==> src/rtl/tlb_entry_probe_write_unit_defines.svh <==
// Assertion macros used by the top level of the translation buffer RTL.
`ifndef TLB_ENTRY_PROBE_WRITE_UNIT_DEFINES_SVH
`define TLB_ENTRY_PROBE_WRITE_UNIT_DEFINES_SVH

// Same-cycle implication, checked out of reset.
`define TEPW_ASSERT_SAME(lbl, ante, cons, msg) \
  lbl: assert property (@(posedge clk) disable iff (!rst_n) (ante) |-> (cons)) \
    else $error(msg);

// Next-cycle implication, checked out of reset.
`define TEPW_ASSERT_NEXT(lbl, ante, cons, msg) \
  lbl: assert property (@(posedge clk) disable iff (!rst_n) (ante) |=> (cons)) \
    else $error(msg);

`endif

==> src/rtl/tepw_pkg.sv <==
// Shared types and constants of the translation buffer.
package tepw_pkg;

  localparam int OPCODE_W = 2;
  localparam int VADDR_W  = 52;
  localparam int ASID_W   = 8;
  localparam int PFN_W    = 40;
  localparam int SLOT_W   = 8;
  localparam int MSLOT_W  = 6;

  typedef enum logic [OPCODE_W-1:0] {
    OP_PROBE = 2'd0,
    OP_WRITE = 2'd1,
    OP_READ  = 2'd2,
    OP_FLUSH = 2'd3
  } op_t;

  typedef enum logic [2:0] {
    ST_IDLE,
    ST_SCAN,
    ST_FETCH,
    ST_LOAD,
    ST_WRITE,
    ST_FLUSH,
    ST_PUSH
  } state_t;

  // Write and flush strobes toward the entry store.
  typedef struct packed {
    logic wr_en;
    logic flush;
  } st_ctl_t;

endpackage

==> src/rtl/tepw_match.sv <==
// Entry compare unit: masked page compare plus address-space check.
module tepw_match import tepw_pkg::*; #(
  parameter int VPN_BITS = 52
) (
  input  logic [VPN_BITS-1:0] probe_vpn,
  input  logic [ASID_W-1:0]   probe_asid,
  input  logic                e_present,
  input  logic [VPN_BITS-1:0] e_vpn,
  input  logic [VPN_BITS-1:0] e_mask,
  input  logic [ASID_W-1:0]   e_asid,
  input  logic                e_global,
  output logic                hit
);

  logic vpn_eq;
  logic asid_ok;

  // Set mask bits drop out of the compare.
  assign vpn_eq  = (((probe_vpn ^ e_vpn) & ~e_mask) == '0);
  assign asid_ok = e_global || (e_asid == probe_asid);
  assign hit     = e_present && vpn_eq && asid_ok;

endmodule

==> config.mk <==
export PLATFORM = sky130hd
export DESIGN_NAME = tepw_match
export DESIGN_NICKNAME = d
export VERILOG_FILES = /design/src/rtl/tlb_entry_probe_write_unit_defines.svh /design/src/rtl/tepw_pkg.sv /design/src/rtl/tepw_match.sv
export SDC_FILE = /design/constraint.sdc
export NUM_CORES = 1
export LEC_CHECK = 0
export ABC_AREA = 0
export CORE_AREA = 2 2 69 71
export DETAILED_ROUTE_END_ITERATION = 8
export DIE_AREA = 0 0 71 73
export DONT_BUFFER_PORTS = 1
export GPL_TIMING_DRIVEN = 0
export SLEW_MARGIN = 25
export SYNTH_ARGS = -nofsm -noshare
export SYNTH_HDL_FRONTEND = slang
export SYNTH_SLANG_ARGS = --single-unit
export TNS_END_PERCENT = 5
==> constraint.sdc <==
create_clock -name vclk -period 1.8
set_input_delay 0.09 -clock vclk [all_inputs]
set_output_delay 0.09 -clock vclk [all_outputs]
set_load 0.02 [all_outputs]
Yosys cells after proc, flatten, opt, wreduce, memory -nomap -nowiden

Index checks and enable logic that the tools add are counted.

Flip-flop bits (word level): 0
Input bits: 174
Output and inout bits: 1
Logic and storage cells: 8

Equal/unequal tests: 1
Bitwise gates (word level): 3
Reductions and logical operators: 4

Operators with widths:

| cell                | count |
|---|---|
| 52-bit AND          | 1 |
| 52-bit logical NOT  | 1 |
| 52-bit NOT          | 1 |
| 52-bit XOR          | 1 |
| 8-bit equality test | 1 |
| 1-bit logical AND   | 2 |
| 1-bit logical OR    | 1 |

Logic depth before layout (Yosys ltp)

Depth in word-level cells: 5
Mapped depth: 5
Mapped depth without buffers: 5

Worst setup path after synthesis

No wires, ideal clock.

Kind: input port to output port
From: in probe_asid[3]
To: out hit
Data arrival time: 1374 ps
Data required time: 1710 ps
Setup slack: 336 ps
Stages on the path: 5
Buffers on the path: 0
Cells stage by stage: xor2_1 > nor4_1 > a21oi_1 > or4_1 > nor4_2

Longest elaborated chain between the ends: 3

Ends and longest elaborated chain:

| item                | RTL line         | text |
|---|---|---|
| from (decl)         | tepw_match.sv:6  | `input logic [ASID_W-1:0] probe_asid,` |
| 8-bit equality test | tepw_match.sv:20 | `assign asid_ok = e_global \|\| (e_asid == probe_asid);` |
| 1-bit logical OR    | tepw_match.sv:20 |  |
| 1-bit logical AND   | tepw_match.sv:21 | `assign hit = e_present && vpn_eq && asid_ok;` |
| to (decl)           | tepw_match.sv:12 | `output logic hit` |

Every way passes these cells.

Final worst setup path

Same ends and word-level chain as after synthesis.

==> run summary <==
The run finished with clean final reports. For the number of clock buffers in the layout, the log shows 0. The number of cells in the finished layout apart from fillers is 160. The logs give 0.7248 for the tightest slew margin relative to the limit and 0.05010 mV for the worst vdd rail ir drop. The post-layout minimum cycle time is 1.600 ns. The number of nets still failing antenna checks after routing is 0.

After floorplanning, the core was divided into 25 placement rows. Data required time at the worst endpoint: 1.71 ns. For this run the aggregate overflow at the end of global routing stands at 0. From synthesis to final layout, the design area changed by 9.502%. Detailed routing inserted a total of 833 vias. The post-route total power came out at 0.2010 mW. The number of failing hold endpoints at the final stage is 0. The critical path in this run is classified as in -> out.

The data arrival at the endpoint of the critical path was 1.51 ns. The die covers 5183 um^2. Transition time at the pin with the least slew margin: 0.4098 ns. The netlist uses 12 different library cells.

The logs give 0.7567 for the weighted congestion at the end of routability-driven global placement and 0 for the final routed DRC violation total. The max-capacitance violation count came out at 0. The share of power burned in the clock network was 0; the number of global-route vias before repair was 729. The run gives 0 as the number of sequential cells.

The tools report the cts-stage hold buffer count as 0. The worst setup path is captured at an output pin. The mapped netlist covers 803.3 um^2. The final setup TNS is 0 ns, and the net switching power is 0.07052 mW. The maximum fanout count along the critical path is 1, and the register area share after synthesis is 0. Sorting the synthesized cells by area gives the leading types as sky130_fd_sc_hd__xnor2_1 57%, sky130_fd_sc_hd__o22ai_1 19%, sky130_fd_sc_hd__xor2_1 8.7%.

The proportion of power drawn by combinational gates came out at 1.000. After floorplanning, the core was sized to cover 4536 um^2. The area share of the largest cell type after synthesis came out at 0.5670.

The analysis attributes to cell leakage a power of 0.2193 nW. The fraction of layout cells with a size suffix above 1 was 0.01887. The max-slew violation total from the final report is 0, and the wire length of the first global-routing pass is 3153 um. During placement, the flow inserted port buffers numbering 0. The tightest hold path in the finished design has a slack of 0.4934 ns. The fraction of power spent switching nets is 0.3508. The logs give 106 for the cell count after synthesis and 0.07648 for the global-route total usage across every layer.

Counting every net in the synthesized netlist gives 280. Each instance of the synthesized netlist takes up on average 7.578 um^2. In the final design database the tool counted 282 nets. Initial antenna violation count: 0. The logs give 2 for the maximum number of pins on one net before global-route repair and 4 for the number of optimization iterations in the first detailed-route pass. For the achievable frequency, the log shows 625.0 MHz. Yosys printed 0 warnings.

In the routed layout, each cell is associated on average with a via count of 5.206. STA classifies the critical path startpoint as an input pin. The count of routing violations after the opening detailed-route iteration is 11.

Cell taking the most area after synthesis: sky130_fd_sc_hd__xnor2_1. For the wire length after detailed routing, the log shows 2543 um. The repair_antennas step left the layout with diodes totalling 0.

Detailed placement ended at an HPWL of 2520 um. The effective utilization at floorplan was 0.1771; the y dimension of the die was 73 um. In the final routed layout, each cell accounts on average for 15.89 um. Registers take 0 um^2.

After detailed placement, the total cell area comes to 870.8 um^2. Setup-violating endpoint count in the final report: 0. The run gives 0 as the sequential share of power.

For this design the ratio of total power to cell area is 228.6 nW/um^2. The cell-internal power was 0.1305 mW. The logs give 175 for the count of boundary I/O pins and 0 for the count of buffers added by post-CTS timing repair for setup. Including well taps, the total number of placed cells is 160. In this run the worst hold path is classified as in -> out.

The finished cells cover 879.6 um^2. The post-route fraction of the period consumed by the critical path works out to 0.8888. Setup repair after global routing left no endpoint under its margin. The die span in x is 71 um.
==> synth_stat cells <==
library cell,number
sky130_fd_sc_hd__xnor2_1,52
sky130_fd_sc_hd__o22ai_1,24
sky130_fd_sc_hd__nor2_1,11
sky130_fd_sc_hd__xor2_1,8
sky130_fd_sc_hd__nor4_1,3
sky130_fd_sc_hd__nand4_1,2
sky130_fd_sc_hd__a21oi_1,1
sky130_fd_sc_hd__nand3_1,1
sky130_fd_sc_hd__nor4_2,1
sky130_fd_sc_hd__o21ai_1,1
sky130_fd_sc_hd__o22ai_4,1
sky130_fd_sc_hd__or4_1,1
==> through the flow <==
step / setup slack [ns] / util
after CTS: 0.01924 / 0.1920
after detailed placement: 0.03001 / 0.1920
after floorplan: 0.3361 / -
after global routing: 0.1253 / 0.1939
after global placement: 0.09727 / 0.1920
final: 0.2001 / 0.1939
==> final cells by class <==
cell class	count	area (um^2)
fill	508	3656
multi-input combinational	106	812.0
tap	54	67.56
==> what timing repair did <==
item                                   in CTS  in global routing
gates resized for setup                     0                  1
setup endpoints to repair                   0                  1
endpoints found under the hold margin       0                  0
==> logic make-up after synthesis <==
group	Yosys count	synth area share
simple gates	19	0.1215
xor+xnor	60	0.6542
compound gates	27	0.2243
==> power by group through the flow <==
| stage | Sequential, mW | Combinational, mW | Clock, mW |
|---|---|---|---|
| finish | 0 | 0.201 | 0 |
| global route | 0 | 0.226 | 0 |
| CTS | 0 | 0.204 | 0 |
| detailed placement | 0 | 0.202 | 0 |
| global placement | 0 | 0.200 | 0 |
| floorplan | 0 | 0.180 | 0 |
==> path summary, 6_finish.rpt <==
check / start / endpoint / slack [ns] / cells past startpoint
hold / removal: e_present / hit / 0.49 / 3
setup / recovery: probe_asid[3] / hit / 0.20 / 5
==> layout by cell type (no fill, tap or decap) <==
cell type	n
sky130_fd_sc_hd__xnor2_1	52
sky130_fd_sc_hd__nor4_4	1
sky130_fd_sc_hd__nor4_1	3
sky130_fd_sc_hd__nand4_1	2
sky130_fd_sc_hd__nor2_1	11
sky130_fd_sc_hd__o22ai_4	1
sky130_fd_sc_hd__o21ai_1	1
sky130_fd_sc_hd__o22ai_1	24
sky130_fd_sc_hd__xor2_1	8
sky130_fd_sc_hd__or4_1	1
sky130_fd_sc_hd__a21oi_1	1
sky130_fd_sc_hd__nand3_1	1
==> worst max-delay path, stage by stage <==
cell and delay (ns):
sky130_fd_sc_hd__xor2_1 0.15, sky130_fd_sc_hd__nor4_1 0.34, sky130_fd_sc_hd__a21oi_1 0.11, sky130_fd_sc_hd__or4_1 0.48
sky130_fd_sc_hd__nor4_4 0.33
==> layer usage <==
metal  track usage  vias up  share of wire
met5             0        -              0
met4             0        0              0
met3      0.002762        0           0.12
met2        0.1610       85           0.56
met1       0.08971      363           0.32
li1              -      385              -
Note: power is estimated with default switching activity, not from simulation.
